## src/rtl/core/assert_macros.svh

```systemverilog
// ----------------------------------------------------------------------------
// Assertion macros
// Shared concurrent assertion wrappers for the line rasterizer.
// ----------------------------------------------------------------------------
`ifndef ASSERT_MACROS_SVH
`define ASSERT_MACROS_SVH

// Property must hold at every rising edge outside of reset.
`define CLR_ASSERT(label, clk, rst, prop) \
   label: assert property (@(posedge clk) disable iff (rst) (prop)) \
      else $error("clipped_line_rasterizer: assertion failed");

// Expression must never be true at a rising edge outside of reset.
`define CLR_ASSERT_NEVER(label, clk, rst, expr) \
   label: assert property (@(posedge clk) disable iff (rst) !(expr)) \
      else $error("clipped_line_rasterizer: forbidden condition seen");

`endif

```

## src/rtl/core/clr_pkg.sv

```systemverilog
// ----------------------------------------------------------------------------
// clr_pkg
// Shared types and constants of the clipped line rasterizer.
// ----------------------------------------------------------------------------
package clr_pkg;

   // Operation codes carried in the request kind field.
   localparam logic OP_LOAD = 1'b0;
   localparam logic OP_STEP = 1'b1;

   // Register indexes of the write port.
   localparam int unsigned CSR_INDEX_BITS = 1;
   localparam logic [CSR_INDEX_BITS-1:0] CSR_SURFACE_WIDTH  = 1'b0;
   localparam logic [CSR_INDEX_BITS-1:0] CSR_SURFACE_HEIGHT = 1'b1;

   // Fixed field widths.
   localparam int unsigned SURF_BITS   = 13;
   localparam int unsigned ADDR_BITS   = 24;
   localparam int unsigned COLOUR_BITS = 32;

   // Surface size after reset.
   localparam logic [SURF_BITS-1:0] SURF_WIDTH_RESET  = 13'd640;
   localparam logic [SURF_BITS-1:0] SURF_HEIGHT_RESET = 13'd480;

   // Surface size as seen by the pixel generator.
   typedef struct packed {
      logic [SURF_BITS-1:0] width;
      logic [SURF_BITS-1:0] height;
   } surf_cfg_type;

endpackage

```

## src/rtl/core/clr_line_core.sv

```systemverilog
// ----------------------------------------------------------------------------
// clr_line_core
// Line state registers with the load setup and the per-pixel step logic.
// ----------------------------------------------------------------------------
module clr_line_core #(
   parameter int unsigned COORD_BITS = 13
) (
   input  logic                               clock,
   input  logic                               reset,
   input  logic                               accept,
   input  logic                               op,
   input  logic [COORD_BITS-1:0]              start_x,
   input  logic [COORD_BITS-1:0]              start_y,
   input  logic [COORD_BITS-1:0]              end_x,
   input  logic [COORD_BITS-1:0]              end_y,
   input  logic [clr_pkg::COLOUR_BITS-1:0]    line_colour,
   input  clr_pkg::surf_cfg_type              surf,
   output logic                               res_we,
   output logic                               res_done,
   output logic [COORD_BITS-1:0]              res_x,
   output logic [COORD_BITS-1:0]              res_y,
   output logic [clr_pkg::ADDR_BITS-1:0]      res_addr,
   output logic [clr_pkg::COLOUR_BITS-1:0]    res_value
);

   localparam int unsigned DW = COORD_BITS + 1;
   localparam int unsigned EW = COORD_BITS + 3;
   localparam int unsigned CMP_BITS =
      (COORD_BITS > clr_pkg::SURF_BITS) ? COORD_BITS : clr_pkg::SURF_BITS;
   localparam int unsigned MUL_BITS =
      (COORD_BITS + clr_pkg::SURF_BITS > clr_pkg::ADDR_BITS) ?
      (COORD_BITS + clr_pkg::SURF_BITS) : clr_pkg::ADDR_BITS;

   logic                            line_active_ff, line_active_in;
   logic                            steep_ff, steep_in;
   logic [COORD_BITS-1:0]           major_pos_ff, major_pos_in;
   logic [COORD_BITS-1:0]           major_end_ff, major_end_in;
   logic [COORD_BITS-1:0]           minor_pos_ff, minor_pos_in;
   logic                            minor_neg_ff, minor_neg_in;
   logic [EW-1:0]                   error_ff, error_in;
   logic [DW-1:0]                   major_delta_ff, major_delta_in;
   logic [DW-1:0]                   minor_delta_ff, minor_delta_in;
   logic [clr_pkg::COLOUR_BITS-1:0] colour_ff, colour_in;

   // Load setup.
   logic [DW-1:0]         dx, dy, adx, ady;
   logic                  ld_steep, ld_swap, ld_active;
   logic [COORD_BITS-1:0] a1, a2, b1, b2, maj_lo, maj_hi, min_lo, min_hi;
   logic [DW-1:0]         ld_major_delta, min_diff, ld_minor_delta;

   // Pixel step.
   logic                  run, on_surface, err_neg;
   logic [COORD_BITS-1:0] px, py, major_next;
   logic [EW-1:0]         err_sub;
   logic [MUL_BITS-1:0]   addr_full;

   always_comb begin
      dx  = {end_x[COORD_BITS-1], end_x} - {start_x[COORD_BITS-1], start_x};
      dy  = {end_y[COORD_BITS-1], end_y} - {start_y[COORD_BITS-1], start_y};
      adx = dx[DW-1] ? -dx : dx;
      ady = dy[DW-1] ? -dy : dy;
      ld_steep = ady > adx;

      a1 = ld_steep ? start_y : start_x;
      a2 = ld_steep ? end_y   : end_x;
      b1 = ld_steep ? start_x : start_y;
      b2 = ld_steep ? end_x   : end_y;

      // Order the endpoints so that the major coordinate increases.
      ld_swap = $signed(a1) > $signed(a2);
      maj_lo  = ld_swap ? a2 : a1;
      maj_hi  = ld_swap ? a1 : a2;
      min_lo  = ld_swap ? b2 : b1;
      min_hi  = ld_swap ? b1 : b2;

      ld_major_delta = {maj_hi[COORD_BITS-1], maj_hi} - {maj_lo[COORD_BITS-1], maj_lo};
      min_diff       = {min_hi[COORD_BITS-1], min_hi} - {min_lo[COORD_BITS-1], min_lo};
      ld_minor_delta = min_diff[DW-1] ? -min_diff : min_diff;
      ld_active      = $signed(maj_lo) < $signed(maj_hi);
   end

   always_comb begin
      run = line_active_ff && ($signed(major_pos_ff) < $signed(major_end_ff));
      px  = steep_ff ? minor_pos_ff : major_pos_ff;
      py  = steep_ff ? major_pos_ff : minor_pos_ff;

      on_surface = !px[COORD_BITS-1] && !py[COORD_BITS-1] &&
                   (CMP_BITS'(px) < CMP_BITS'(surf.width)) &&
                   (CMP_BITS'(py) < CMP_BITS'(surf.height));

      addr_full = MUL_BITS'(py) * MUL_BITS'(surf.width) + MUL_BITS'(px);

      // Doubled error: drop by twice the minor delta, and when it goes
      // negative move the minor coordinate and add twice the major delta.
      err_sub = error_ff - EW'({minor_delta_ff, 1'b0});
      err_neg = err_sub[EW-1];
      major_next = major_pos_ff + COORD_BITS'(1);
   end

   always_comb begin
      line_active_in = line_active_ff;
      steep_in       = steep_ff;
      major_pos_in   = major_pos_ff;
      major_end_in   = major_end_ff;
      minor_pos_in   = minor_pos_ff;
      minor_neg_in   = minor_neg_ff;
      error_in       = error_ff;
      major_delta_in = major_delta_ff;
      minor_delta_in = minor_delta_ff;
      colour_in      = colour_ff;

      res_we    = 1'b0;
      res_done  = 1'b1;
      res_x     = '0;
      res_y     = '0;
      res_addr  = '0;
      res_value = '0;

      if (op == clr_pkg::OP_LOAD) begin
         line_active_in = ld_active;
         steep_in       = ld_steep;
         major_pos_in   = maj_lo;
         major_end_in   = maj_hi;
         minor_pos_in   = min_lo;
         minor_neg_in   = !($signed(min_lo) < $signed(min_hi));
         error_in       = EW'(ld_major_delta);
         major_delta_in = ld_major_delta;
         minor_delta_in = ld_minor_delta;
         colour_in      = line_colour;
         res_done       = !ld_active;
      end else if (!run) begin
         line_active_in = 1'b0;
      end else begin
         res_x = px;
         res_y = py;
         if (on_surface) begin
            res_we    = 1'b1;
            res_addr  = addr_full[clr_pkg::ADDR_BITS-1:0];
            res_value = colour_ff;
         end
         if (err_neg) begin
            minor_pos_in = minor_pos_ff + (minor_neg_ff ? {COORD_BITS{1'b1}} : COORD_BITS'(1));
            error_in     = err_sub + EW'({major_delta_ff, 1'b0});
         end else begin
            error_in = err_sub;
         end
         major_pos_in   = major_next;
         line_active_in = $signed(major_next) < $signed(major_end_ff);
         res_done       = !line_active_in;
      end
   end

   always_ff @(posedge clock) begin
      if (reset) begin
         line_active_ff <= 1'b0;
      end else if (accept) begin
         line_active_ff <= line_active_in;
      end
   end

   always_ff @(posedge clock) begin
      if (accept) begin
         steep_ff       <= steep_in;
         major_pos_ff   <= major_pos_in;
         major_end_ff   <= major_end_in;
         minor_pos_ff   <= minor_pos_in;
         minor_neg_ff   <= minor_neg_in;
         error_ff       <= error_in;
         major_delta_ff <= major_delta_in;
         minor_delta_ff <= minor_delta_in;
         colour_ff      <= colour_in;
      end
   end

endmodule

```

## src/rtl/core/clr_out_skid.sv

```systemverilog
// ----------------------------------------------------------------------------
// clr_out_skid
// Two-entry output buffer: result register plus a skid register.
// ----------------------------------------------------------------------------
module clr_out_skid #(
   parameter int unsigned DATA_BITS = 90
) (
   input  logic                 clock,
   input  logic                 reset,
   input  logic                 in_valid,
   output logic                 in_ready,
   input  logic [DATA_BITS-1:0] in_data,
   output logic                 out_valid,
   input  logic                 out_ready,
   output logic [DATA_BITS-1:0] out_data
);

   logic                 out_valid_ff, out_valid_in;
   logic                 skid_valid_ff, skid_valid_in;
   logic [DATA_BITS-1:0] out_data_ff, out_data_in;
   logic [DATA_BITS-1:0] skid_data_ff, skid_data_in;
   logic                 push, pop;

   assign in_ready  = !skid_valid_ff && !reset;
   assign out_valid = out_valid_ff;
   assign out_data  = out_data_ff;

   always_comb begin
      push = in_valid && in_ready;
      pop  = out_valid_ff && out_ready;

      out_valid_in  = out_valid_ff;
      skid_valid_in = skid_valid_ff;
      out_data_in   = out_data_ff;
      skid_data_in  = skid_data_ff;

      if (pop) begin
         if (skid_valid_ff) begin
            // The skid entry moves up; the skid is full only when no push.
            out_data_in   = skid_data_ff;
            skid_valid_in = 1'b0;
         end else if (push) begin
            out_data_in = in_data;
         end else begin
            out_valid_in = 1'b0;
         end
      end else if (push) begin
         if (out_valid_ff) begin
            skid_data_in  = in_data;
            skid_valid_in = 1'b1;
         end else begin
            out_data_in  = in_data;
            out_valid_in = 1'b1;
         end
      end
   end

   always_ff @(posedge clock) begin
      if (reset) begin
         out_valid_ff  <= 1'b0;
         skid_valid_ff <= 1'b0;
      end else begin
         out_valid_ff  <= out_valid_in;
         skid_valid_ff <= skid_valid_in;
      end
   end

   always_ff @(posedge clock) begin
      out_data_ff  <= out_data_in;
      skid_data_ff <= skid_data_in;
   end

endmodule

```

## src/rtl/core/clipped_line_rasterizer.sv

```systemverilog
// The result of an accepted item is registered in the output buffer and presented on rsp_.
// One load or pixel step per cycle when req_tready is high: a single register-to-register pass.
// The result register plus a skid entry let one more item in while a result waits.
// Reset (synchronous, active high) clears the line, empties the output buffer and
// sets the surface to 640 by 480; req_tready is low while reset is high.
// ----------------------------------------------------------------------------
// clipped_line_rasterizer
// Bresenham line generator with per-pixel clipping against a configurable
// surface, giving a row-major address and colour for every visible pixel.
// ----------------------------------------------------------------------------
`include "assert_macros.svh"

module clipped_line_rasterizer #(
   parameter int unsigned COORD_BITS = 13
) (
   input  logic                                   clock,
   input  logic                                   reset,

   // Register write port: index 0 surface width, index 1 surface height.
   input  logic                                   csr_wr_en,
   input  logic [clr_pkg::CSR_INDEX_BITS-1:0]     csr_index,
   input  logic [clr_pkg::SURF_BITS-1:0]          csr_wdata,

   // Request channel.
   input  logic                                   req_tvalid,
   output logic                                   req_tready,
   // tdata, lowest bits first: start_x, start_y, end_x, end_y, line_colour, zero pad.
   input  logic [((4*COORD_BITS+32+7)/8)*8-1:0]   req_tdata,
   // tuser: op (0 load a line, 1 step one pixel).
   input  logic                                   req_tuser,

   // Result channel.
   output logic                                   rsp_tvalid,
   input  logic                                   rsp_tready,
   // tdata, lowest bits first: pixel_x, pixel_y, pixel_address, pixel_value, zero pad.
   output logic [((2*COORD_BITS+56+7)/8)*8-1:0]   rsp_tdata,
   // tuser: write_enable.
   output logic                                   rsp_tuser,
   // tlast: line_done.
   output logic                                   rsp_tlast
);

   localparam int unsigned CB            = COORD_BITS;
   localparam int unsigned RSP_DATA_BITS = ((2*COORD_BITS+56+7)/8)*8;
   localparam int unsigned BUF_BITS      = RSP_DATA_BITS + 2;

   // Field positions inside the result word.
   localparam int unsigned RSP_Y_LSB    = CB;
   localparam int unsigned RSP_ADDR_LSB = 2*CB;
   localparam int unsigned RSP_VAL_LSB  = 2*CB + clr_pkg::ADDR_BITS;

   // Surface size registers. The write port has no handshake: a write lands
   // at the edge where csr_wr_en is high.
   clr_pkg::surf_cfg_type surf_ff;

   always_ff @(posedge clock) begin
      if (reset) begin
         surf_ff.width  <= clr_pkg::SURF_WIDTH_RESET;
         surf_ff.height <= clr_pkg::SURF_HEIGHT_RESET;
      end else if (csr_wr_en) begin
         unique case (csr_index)
            clr_pkg::CSR_SURFACE_WIDTH:  surf_ff.width  <= csr_wdata;
            clr_pkg::CSR_SURFACE_HEIGHT: surf_ff.height <= csr_wdata;
            default: ;
         endcase
      end
   end

   // Request unpacking.
   logic [CB-1:0]                   in_start_x, in_start_y, in_end_x, in_end_y;
   logic [clr_pkg::COLOUR_BITS-1:0] in_colour;
   logic                            req_accept;

   assign in_start_x = req_tdata[CB-1:0];
   assign in_start_y = req_tdata[2*CB-1:CB];
   assign in_end_x   = req_tdata[3*CB-1:2*CB];
   assign in_end_y   = req_tdata[4*CB-1:3*CB];
   assign in_colour  = req_tdata[4*CB+clr_pkg::COLOUR_BITS-1:4*CB];
   assign req_accept = req_tvalid && req_tready;

   // The line state advances at each accepted item; its result is computed
   // in the same cycle and captured by the output buffer.
   logic                            res_we, res_done;
   logic [CB-1:0]                   res_x, res_y;
   logic [clr_pkg::ADDR_BITS-1:0]   res_addr;
   logic [clr_pkg::COLOUR_BITS-1:0] res_value;

   clr_line_core #(
      .COORD_BITS (COORD_BITS)
   ) u_core (
      .clock       (clock),
      .reset       (reset),
      .accept      (req_accept),
      .op          (req_tuser),
      .start_x     (in_start_x),
      .start_y     (in_start_y),
      .end_x       (in_end_x),
      .end_y       (in_end_y),
      .line_colour (in_colour),
      .surf        (surf_ff),
      .res_we      (res_we),
      .res_done    (res_done),
      .res_x       (res_x),
      .res_y       (res_y),
      .res_addr    (res_addr),
      .res_value   (res_value)
   );

   // Result packing: line_done and write_enable ride above the data word.
   logic [RSP_DATA_BITS-1:0] res_data;
   logic [BUF_BITS-1:0]      buf_in, buf_out;

   assign res_data = RSP_DATA_BITS'({res_value, res_addr, res_y, res_x});
   assign buf_in   = {res_done, res_we, res_data};

   clr_out_skid #(
      .DATA_BITS (BUF_BITS)
   ) u_out (
      .clock     (clock),
      .reset     (reset),
      .in_valid  (req_tvalid),
      .in_ready  (req_tready),
      .in_data   (buf_in),
      .out_valid (rsp_tvalid),
      .out_ready (rsp_tready),
      .out_data  (buf_out)
   );

   assign rsp_tdata = buf_out[RSP_DATA_BITS-1:0];
   assign rsp_tuser = buf_out[RSP_DATA_BITS];
   assign rsp_tlast = buf_out[RSP_DATA_BITS+1];

   // Views of the presented pixel, used by the checks below.
   logic [CB-1:0] rsp_x, rsp_y;
   logic          load_accept, rsp_neg_pixel, rsp_addr_val_set;

   assign rsp_x            = rsp_tdata[RSP_Y_LSB-1:0];
   assign rsp_y            = rsp_tdata[RSP_ADDR_LSB-1:RSP_Y_LSB];
   assign load_accept      = req_accept && (req_tuser == clr_pkg::OP_LOAD);
   assign rsp_neg_pixel    = rsp_x[CB-1] || rsp_y[CB-1];
   assign rsp_addr_val_set =
      rsp_tdata[RSP_VAL_LSB+clr_pkg::COLOUR_BITS-1:RSP_ADDR_LSB] != '0;

   // A loading item never produces a pixel write.
   `CLR_ASSERT(a_load_no_write, clock, reset, load_accept |-> !res_we)

   // After every accepted item, rsp_tvalid is high in the next cycle.
   `CLR_ASSERT(a_accept_gives_result, clock, reset, req_accept |=> rsp_tvalid)

   // A pixel with a negative coordinate must always be clipped.
   `CLR_ASSERT_NEVER(a_no_negative_write, clock, reset, rsp_tvalid && rsp_tuser && rsp_neg_pixel)

   // A result that writes nothing carries a zero address and a zero pixel value.
   `CLR_ASSERT_NEVER(a_nowrite_zero_fields, clock, reset, rsp_tvalid && !rsp_tuser && rsp_addr_val_set)

endmodule

```

## config.mk

```make
export PLATFORM = sky130hd
export DESIGN_NAME = clipped_line_rasterizer
export DESIGN_NICKNAME = d
export VERILOG_FILES = /design/src/rtl/core/clr_pkg.sv /design/src/rtl/core/clr_line_core.sv /design/src/rtl/core/clr_out_skid.sv /design/src/rtl/core/clipped_line_rasterizer.sv
export VERILOG_INCLUDE_DIRS = /design/src /design/src/rtl/core
export SDC_FILE = /design/constraint.sdc
export NUM_CORES = 1
export LEC_CHECK = 0
export ABC_AREA = 0
export BUFFER_PORTS_ARGS = -buffer_cell sky130_fd_sc_hd__buf_4
export CAP_MARGIN = 20
export CORE_MARGIN = 1
export CORE_UTILIZATION = 55
export CTS_CLUSTER_DIAMETER = 50
export DETAILED_ROUTE_END_ITERATION = 8
export GPL_ROUTABILITY_DRIVEN = 1
export PLACE_DENSITY_LB_ADDON = 0.1
export SYNTH_ARGS = -nofsm -noshare
export SYNTH_HDL_FRONTEND = slang
export SYNTH_SLANG_ARGS = --single-unit
```

## constraint.sdc

```tcl
create_clock -name clock -period 15.7 [get_ports clock]
set_input_delay 2.355 -clock clock [delete_from_list [all_inputs] [get_ports clock]]
set_output_delay 2.355 -clock clock [all_outputs]
set_load 0.005 [all_outputs]
```

==> metrics.csv, run 1 <==
stage,metric,value,unit
place,gp_routability_congestion,0.960,
flow_run,max_cap_viol_count,0,
global_routing,grtUsageMet1,39.5,%
critical_path,crit_required,16.01,ns
critical_path,crit_family,compound AO/OA/AOI/OAI gates,
power,netSwitchingPower,3200,uW
global_routing,grt_util_all_layers,29.0,%
routing,drcViolationCount,0,
critical_path,end_kind,flip-flop,
routing,first_iter_violations,1556,
power,p_leak,0.0132,uW
floorplanning,start_util,55.8,%
critical_path,worstPathArrival,14.26,ns
place,dp_hpwl,52.8,mm
place,place_area,27900,sq um
clocking,clkLatencyLatePin,0.58,ns
yosys,synth_ff_type,edfxtp_1,
clocking,clk_pin_slew,0.06,ns
clocking,post_cts_buffers,0,
global_routing,grt-ovfl-total,0,
critical_path,crit_fanout,70,
place,portBuffers,189,
clocking,ctsRootBufferMaster,clkbuf_16,
layout,drive_above_1_share,13.3,%
global_routing,grt.busiest_layer,met2,
clocking,cts-resized-gates,0,
sta,fin_crit,13.96,ns
sta,drv_slew,0,
sta,clock-skew-final,0.0428,ns
sta,rsz0062_at_grt,no,
yosys,ys_seq_elements,313,
sta,period_share,88.9,%
yosys,synth_area_leaders,"edfxtp_1, ha_1, fa_1",
floorplanning,die_h,219,microns
global_routing,grt_pass1_wl,108,mm
place,dp_cells,3405,
yosys,mappedNetlistArea,26000,sq um
worst_hold_path,hold_class,flip-flop to flip-flop,
sta,setup_tns,0,ns
sta,worst_pin_slew,1.03,ns
yosys,synth.top_cell.area_share,32.8,%
clocking,hold_buffers,0,
routing,first_pass_iters,6,
run_status,outcome,completed,
global_routing,met2_usage,46.8,%
routing,vias_per_cell,5.71,
layout,post-route-cell-area,29300,sq um
clocking,numCtsBuffers,38,
critical_path,max_stage_delay,0.69,ns
power,seqPwrFrac,18.2,%
global_routing,grt.met3_usage,4.62,%
power,p_sw_share,47.7,%
global_routing,grt_pass1_vias,19531,
yosys,synth_edf_count,284,
clocking,clockBufferDepth,3,
critical_path,critPathSlowestCell,mux2i_1,
layout,finalNetCount,3315,
sta,max_slew_margin,31.5,%
critical_path,crit_top_cell,o21ai_0,
floorplanning,core,46600,sq um
critical_path,cp_num_buf_inv,5,
routing,routed_wl,68.8,mm
routing,wl_per_cell,19.8,microns
floorplanning,ios,200,
sta,hold_violations,0,
power,combPwrFrac,68.4,%
power,powerDensity,229,nW/um^2
yosys,yosysSeqAreaShare,35.0,%
power,clock_power_share,13.4,%
yosys,synthDistinctLibCells,81,
routing,vias,19837,
global_routing,antenna_found_initial,1,
layout,final_core_util,62.9,%
yosys,yosysWarningCount,0,
critical_path,criticalPathCategory,input pin to flip-flop,
yosys,synth_area_per_cell,9.64,sq um
sta,fmax,0.0717,GHz
clocking,htreeDepth,2,
routing,postRouteAntennaNets,0,
yosys,postSynthCellCount,2696,
layout,nFillCells,3893,
yosys,synth_area_leader_cell,edfxtp_1,
layout,area_delta_synth_final,12.6,%
clocking,cts_tree,yes,
clocking,cts.sinks,313,
power,intPower,3500,uW
floorplanning,row_count,79,
floorplanning,die-area,48100,sq um
power,ir_worst_vdd,0.000175,V
sta,setup_violations,0,
layout,finalNonFillerCells,3477,
floorplanning,die_w,219,microns
power,power,6700,uW
yosys,async_flop_share,0,%
global_routing,grt_start_max_net_pins,71,
critical_path,start_kind,input pin,
-- worst register-to-register path, delay by kind of cell, from the launching register on --
| family | cells | cell delay, ns |
|---|---|---|
| compound gates | 13 | 3.07 |
| xor+xnor | 1 | 0.24 |
| fa+ha+maj | 7 | 2.76 |
| buf+inv | 6 | 0.95 |
| flops | 1 | 0.33 |
| simple gates | 2 | 0.24 |
-- cell usage after synthesis (25+ instances only) --
library cell    n
and3_1         25
mux2_2         80
nor2_1        183
clkbuf_1       90
a21oi_1       122
a21o_1         29
dfxtp_1        29
mux2i_1        71
a21boi_0       26
o21a_1         28
nor2b_1        28
xor2_1         48
fa_1          135
o21ai_0       124
xnor2_1        83
inv_1         322
edfxtp_1      284
and2_1         76
ha_1          232
nand2_1       370
-- layer usage --
layer  up-vias  part of all wire [%]  wire [microns]
li1       9473                     -               -
met3       124                   6.7            4600
met5         -                 0.017              12
met4         2                   3.4            2320
met2       721                    46           31500
met1      9517                    44           30300
-- cells in the final DEF, fill, tap and decap left out, types with 24 or more instances in the layout --
| cell | instances |
|---|---|
| edfxtp_1 | 284 |
| a21oi_1 | 121 |
| a21o_1 | 29 |
| fa_1 | 135 |
| and2_1 | 76 |
| o21a_1 | 28 |
| xor2_1 | 48 |
| dfxtp_1 | 29 |
| and3_1 | 24 |
| inv_1 | 322 |
| clkbuf_16 | 38 |
| o21ai_0 | 124 |
| nand2_1 | 370 |
| nor2b_1 | 28 |
| mux2i_1 | 71 |
| mux2_2 | 80 |
| buf_4 | 208 |
| nor2_1 | 182 |
| o31ai_1 | 24 |
| ha_1 | 232 |
| xnor2_1 | 83 |
| a21boi_0 | 25 |
-- state kept, by name, indices dropped and copies added, names as in the netlist, 13 cells and up --
| signal | count |
|---|---|
| u_out.out_data | 84 |
| u_out.skid_data_ff | 84 |
| u_core.major_delta_ff | 14 |
| u_core.colour_ff | 32 |
| u_core.major_pos_ff | 13 |
| u_core.minor_delta_ff | 14 |
| u_core.major_end_ff | 13 |
| u_core.error_ff | 15 |
| u_core.minor_pos_ff | 13 |
| surf_ff | 26 |
-- worst paths after layout --
kind | start | to | slack, ns | cells after the start
worst max-delay path | req_tdata[1] | u_core.minor_delta_ff[4] | 1.74 | 51
worst min-delay path | surf_ff[11] | surf_ff[11] | 0.45 | 2
worst max register to register | u_core.steep_ff | u_out.out_data[48] | 7.84 | 29
worst min register to register | surf_ff[11] | surf_ff[11] | 0.45 | 2
-- stage by stage --
step | hold slack, ns | setup slack [ns]
3_5_place_dp | 0.447 | 1.35
5_1_grt | 0.468 | 0.831
3_3_place_gp | 0.439 | 1.49
2_1_floorplan | 0.434 | 2.19
6_report | 0.454 | 1.74
4_1_cts | 0.455 | 1.87
-- layout make-up --
type	instances	area, sq um	share of cell area, %
clock buffers	45	987	3.37
repair buffers	212	1620	5.54
diodes	2	5.00	0.0171
clock inverters	23	304	1.04
multi-input cells	1951	15300	52.2
flip-flops and latches	313	9110	31.1
well taps	607	759	2.59
inverters	324	1220	4.15
-- kinds of logic (layout without fill, tap and decap cells) --
| group | after synthesis | count (layout) | share of synthesized area, % |
|---|---|---|---|
| buffers and inverters | 437 | 604 | 6.49 |
| muxes | 155 | 155 | 6.41 |
| and+or+nand+nor | 823 | 823 | 14.6 |
| adders and majority gates | 376 | 376 | 21.9 |
| DFF | 313 | 313 | 35.0 |
| xor gates and xnor gates | 131 | 131 | 4.41 |
| other | 1 | 8 | 0.0144 |
| AOI/OAI and AO/OA | 460 | 460 | 11.1 |
-- power by group through the flow --
stage	Sequential [uW]	Combinational, uW	Clock, uW
after floorplan	1220	3390	0
after global placement	1230	4420	0
after global routing	1230	5090	943
final	1220	4580	896
after detailed placement	1240	4510	0
after CTS	1220	4550	913
Note: power is estimated with default switching activity, not from simulation.
==> run 2, diff against run 1 <==
CORE_ASPECT_RATIO = 2   (was not set)
==> run 2 against run 1 <==
Effect of this change:
- worst setup slack got worse by 0.15 ns
- sequential share of layout area rose by 0.27 points
- clock skew down 0.011 ns
- routed wire length rose by 5.1%
- clock-buffer cell count is 3 lower
- worst hold slack gained 0.0035 ns
- first-iteration DRC count down 46%
- via count decreased by 0.31%
- critical path type unchanged
- largest power group unchanged
==> metrics.csv, run 2 (synthesis results as in run 1) <==
stage,metric,value,unit
layout,final_cell_mix,"nand2_1, inv_1, edfxtp_1",
clocking,cts.sinks,313,
place,portBuffers,189,
global_routing,grt_pass1_wl,111,mm
flow_run,max_cap_viol_count,0,
critical_path,critPathSlowestCell,nor3_1,
global_routing,grt_start_max_net_pins,71,
sta,setup_tns,0,ns
clocking,cts-resized-gates,0,
layout,area_delta_synth_final,11.7,%
sta,fmax,0.0709,GHz
floorplanning,die_h,309,microns
critical_path,crit_fanout,29,
critical_path,cp-startpoint,req_tdata[1],
run_status,outcome,completed,
place,dp_hpwl,57.9,mm
critical_path,criticalPathCategory,input pin to flip-flop,
critical_path,crit_end,u_core.minor_delta_ff[10],
sta,hold_violations,0,
layout,finalNetCount,3315,
clocking,cts_tree,yes,
routing,wl_per_cell,20.7,microns
critical_path,end_kind,flip-flop,
critical_path,worstPathArrival,14.43,ns
place,gp_routability_congestion,0.957,
routing,vias,19775,
floorplanning,ios,200,
global_routing,grt_pass1_vias,20788,
sta,clock-skew-final,0.0321,ns
clocking,post_cts_buffers,0,
clocking,clk_pin_slew,0.06,ns
floorplanning,core,46700,sq um
power,p_leak,0.0131,uW
critical_path,rr_endpoint,u_out.out_data[48],
critical_path,start_kind,input pin,
sta,hold_ws,0.458,ns
floorplanning,die-area,48200,sq um
floorplanning,row_count,112,
routing,first_iter_violations,841,
layout,nFillCells,3989,
critical_path,rrSetupSlack,7.51,ns
routing,drcViolationCount,0,
critical_path,max_stage_delay,0.61,ns
sta,setup_violations,0,
layout,drive_above_1_share,13.1,%
global_routing,grt_util_all_layers,30.5,%
worst_hold_path,min_from,surf_ff[4],
clocking,ctsRootBufferMaster,clkbuf_16,
clocking,htreeDepth,1,
global_routing,antenna_found_initial,0,
worst_hold_path,hold_class,flip-flop to flip-flop,
layout,layout_commonest_cell,nand2_1,
sta,rsz0062_at_grt,no,
routing,postRouteAntennaNets,0,
sta,worst_pin_slew,1.08,ns
layout,finalNonFillerCells,3490,
critical_path,reg2reg_depth,29,
global_routing,grt-ovfl-total,0,
sta,fin_crit,14.10,ns
power,powerDensity,230,nW/um^2
sta,period_share,89.8,%
routing,routed_wl,72.3,mm
sta,drv_slew,0,
critical_path,crit_required,16.02,ns
floorplanning,start_util,55.7,%
power,ir_worst_vdd,0.000275,V
layout,n_antenna_cell,0,
critical_path,crit_top_cell,o21ai_0,
clocking,hold_buffers,0,
place,dp_cells,3433,
sta,max_slew_margin,28.0,%
clocking,clkLatencyLatePin,0.61,ns
clocking,numCtsBuffers,30,
floorplanning,die_w,156,microns
clocking,clockBufferDepth,3,
routing,first_pass_iters,5,
critical_path,r2r-start,u_core.steep_ff,
routing,vias_per_cell,5.67,
## run 2: cell types whose count changed in the layout (fill, tap and decap cells not counted), sizes merged
cell,before,now
inv,331,326
diode,2,0
buf,212,219
clkinv,12,10
clkbuf,45,43
bufinv,4,1
## run 2: cell type report
class                   count  area, sq um  area share [%]
multi-input cells        1951        15300            52.7
flip-flops and latches    313         9110            31.4
repair buffers            220         1650            5.68
inverters                 324         1220            4.19
clock buffers              42          852            2.94
well taps                 627          785            2.70
clock inverters            13          129           0.444
## run 2: critical path: cells and delay by family
| family | cells | cell delay (ns) |
|---|---|---|
| AO/OA/AOI/OAI | 27 | 5.99 |
| multiplexers | 2 | 0.50 |
| XOR/XNOR | 2 | 0.34 |
| buffers and inverters | 6 | 1.25 |
| AND/OR/NAND/NOR | 11 | 2.55 |
| adder cells (fa/ha/maj) | 4 | 1.41 |
## run 2: report_power, final
part / switching, uW / internal [uW]
clock: 324 / 399
combinational: 2930 / 1800
sequential: 46.1 / 1170
total: 3300 / 3370
## run 2: worst min-delay path by stage
stage	to	slack, ns	cells past startpoint
CTS	surf_ff[12]	0.46	2
global route	surf_ff[12]	0.47	2
global placement	surf_ff[0]	0.44	2
finish	surf_ff[4]	0.46	2
detailed placement	surf_ff[12]	0.45	2
floorplan	surf_ff[0]	0.43	2
## run 2: metal layers
metal	GRT usage, %	part of all wire (%)	wire, microns
met1	28.1	33	23600
met2	60.5	55	40100
met3	2.93	3.7	2650
met4	22.5	8.2	5900
met5	0	0	0
## run 2: metrics by stage
stage	total power, uW	cell area [sq um]	setup WS (ns)	util (%)
after global routing	7180	29000	0.588	62.2
after CTS	6650	29000	1.69	62.2
after global placement	5780	28000	1.34	60.1
after detailed placement	5900	28000	1.14	60.1
final	6670	29000	1.60	62.2
after floorplan	4610	26000	2.19	-
==> run 3, diff against run 2 <==
ABC_AREA = 1   (was 0)
==> run 3 against run 2 <==
Effect of this change:
- non-clock buffer count decreased by 12
- routed wire length grew 1.4%
- worst hold slack better by 0.0055 ns
- maximum frequency up 17%
- global-route usage grew 0.91 points
- synthesized area shrank 1.8%
- worst setup slack better by 2.1 ns
- die area fell by 1.8%
- critical path depth is 2 lower
==> metrics.csv, run 3 <==
stage,metric,value,unit
sta,worst_pin_slew,1.07,ns
clocking,cts.sinks,313,
routing,vias_per_cell,5.41,
routing,vias,20478,
yosys,synth_area_leader_cell,edfxtp_1,
routing,drcViolationCount,0,
yosys,synth_ff_type,edfxtp_1,
clocking,clk_pin_slew,0.07,ns
critical_path,start_kind,input pin,
global_routing,grt_pass1_wl,112,mm
routing,routed_wl,73.3,mm
global_routing,grt_pass1_vias,20938,
critical_path,criticalPathCategory,input pin to flip-flop,
yosys,synthDistinctLibCells,56,
floorplanning,row_count,111,
sta,rsz0062_at_grt,no,
routing,postRouteAntennaNets,0,
layout,finalNetCount,3669,
yosys,synth_compound_area_share,9.22,%
yosys,async_flop_share,0,%
layout,final_cell_mix,"nand2_1, inv_1, nor2_1",
yosys,postSynthCellCount,3039,
sta,setup_violations,0,
critical_path,cp-startpoint,req_tdata[2],
flow_run,max_cap_viol_count,0,
sta,clock-skew-final,0.0175,ns
yosys,synth_top_family_by_area,adder cells,
layout,area_delta_synth_final,11.6,%
run_status,outcome,completed,
clocking,cts-resized-gates,0,
clocking,ctsRootBufferMaster,clkbuf_16,
yosys,synthXorXnorAreaFrac,4.49,%
clocking,htreeDepth,1,
layout,drive_above_1_share,10.1,%
yosys,synth_area_leaders,"edfxtp_1, ha_1, fa_1",
sta,period_share,76.7,%
global_routing,grt-ovfl-total,0,
critical_path,worstPathArrival,12.38,ns
place,dp_hpwl,59.8,mm
yosys,yosysWarningCount,0,
layout,layout_commonest_cell,nand2_1,
global_routing,grt_start_max_net_pins,90,
yosys,ys_seq_elements,313,
routing,wl_per_cell,19.4,microns
clocking,cts_tree,yes,
critical_path,r2r-start,u_core.steep_ff,
critical_path,crit_top_cell,nand2_1,
yosys,mappedNetlistArea,25500,sq um
place,portBuffers,189,
global_routing,antenna_found_initial,0,
floorplanning,ios,200,
sta,drv_slew,0,
critical_path,reg2reg_depth,30,
sta,setup_tns,0,ns
sta,hold_ws,0.463,ns
yosys,yosysMostFrequentCell,nand2_1,
clocking,numCtsBuffers,30,
layout,post-route-cell-area,28500,sq um
place,gp_routability_congestion,1.04,
floorplanning,start_util,55.7,%
sta,max_slew_margin,28.5,%
layout,multi_input_area,14000,sq um
routing,first_iter_violations,1168,
critical_path,crit_fanout,89,
critical_path,max_stage_delay,0.70,ns
yosys,synth_fa_ha_area_share,22.0,%
critical_path,crit_required,16.04,ns
worst_hold_path,hold_depth,2,
yosys,synth_area_per_cell,8.40,sq um
worst_hold_path,hold_class,flip-flop to flip-flop,
floorplanning,die_h,307,microns
critical_path,end_kind,flip-flop,
floorplanning,die-area,47300,sq um
yosys,synth.top_cell.area_share,33.4,%
clocking,post_cts_buffers,0,
global_routing,grt_util_all_layers,31.4,%
yosys,yosysSeqAreaShare,35.7,%
critical_path,rrSetupSlack,7.35,ns
sta,hold_violations,0,
layout,nFillCells,4093,
layout,n_antenna_cell,0,
critical_path,rr_endpoint,u_out.out_data[48],
routing,first_pass_iters,9,
sta,fin_crit,12.04,ns
place,place_area,27400,sq um
layout,regArea,9110,sq um
floorplanning,die_w,154,microns
critical_path,critPathSlowestCell,nand2_4,
yosys,synth_edf_count,284,
yosys,yosys.area_share.simple,19.1,%
yosys,synth_mux_area_share,0.0392,%
yosys,ys_top_cells_by_count,"nand2_1, inv_1, nor2_1",
clocking,hold_buffers,0,
sta,fmax,0.0830,GHz
clocking,clockBufferDepth,3,
critical_path,crit_end,u_core.minor_delta_ff[12],
clocking,clkLatencyLatePin,0.60,ns
floorplanning,core,45800,sq um
-- run 3: area by class of cell --
cell class              count  share of cell area [%]
multi-input cells        2104                    49.3
clock inverters            22                   0.918
flip-flops and latches    313                    32.0
inverters                 537                    7.08
repair buffers            208                    5.57
well taps                 565                    2.48
clock buffers              34                    2.69
-- run 3: worst min path at each step --
stage	start	end	slack (ns)
detailed placement	surf_ff[0]	surf_ff[0]	0.45
global route	surf_ff[2]	surf_ff[2]	0.48
floorplan	surf_ff[0]	surf_ff[0]	0.43
CTS	surf_ff[0]	surf_ff[0]	0.46
global placement	surf_ff[0]	surf_ff[0]	0.45
finish	surf_ff[2]	surf_ff[2]	0.46
-- run 3: cell families (layout without fill, tap and decap cells) --
family / after synthesis / in the layout
other: 1 / 6
and+or+nand+nor: 1171 / 1171
DFF: 313 / 313
xor gates and xnor gates: 129 / 129
buffers and inverters: 627 / 801
muxes: 1 / 1
adders and majority gates: 367 / 367
AOI/OAI and AO/OA: 430 / 430
-- run 3: critical path, delay by kind of cell --
family,cells,cell delay [ns]
buf+inv,6,0.60
compound gates,13,3.08
xor+xnor,3,0.46
simple gates,24,4.31
fa+ha+maj,4,1.49
-- run 3: metrics by stage --
stage	instances	worst slack, ns	util [%]
2_1_floorplan	3044	5.03	-
3_3_place_gp	3725	3.29	59.8
3_5_place_dp	3725	3.12	59.8
4_1_cts	3781	3.73	62.1
5_1_grt	3783	2.46	62.1
6_report	3783	3.66	62.1
-- run 3: per-layer routing --
layer / vias up / GRT usage [%] / share of wire (%)
li1: 10038 / - / -
met1: 9656 / 28.5 / 33
met2: 566 / 62.3 / 55
met3: 218 / 2.71 / 3.3
met4: 0 / 25.2 / 9.0
met5: - / 0 / 0
Power of run 3 is not shown: default switching activity piles up to over one toggle a cycle in this logic, so the estimate is an artifact.
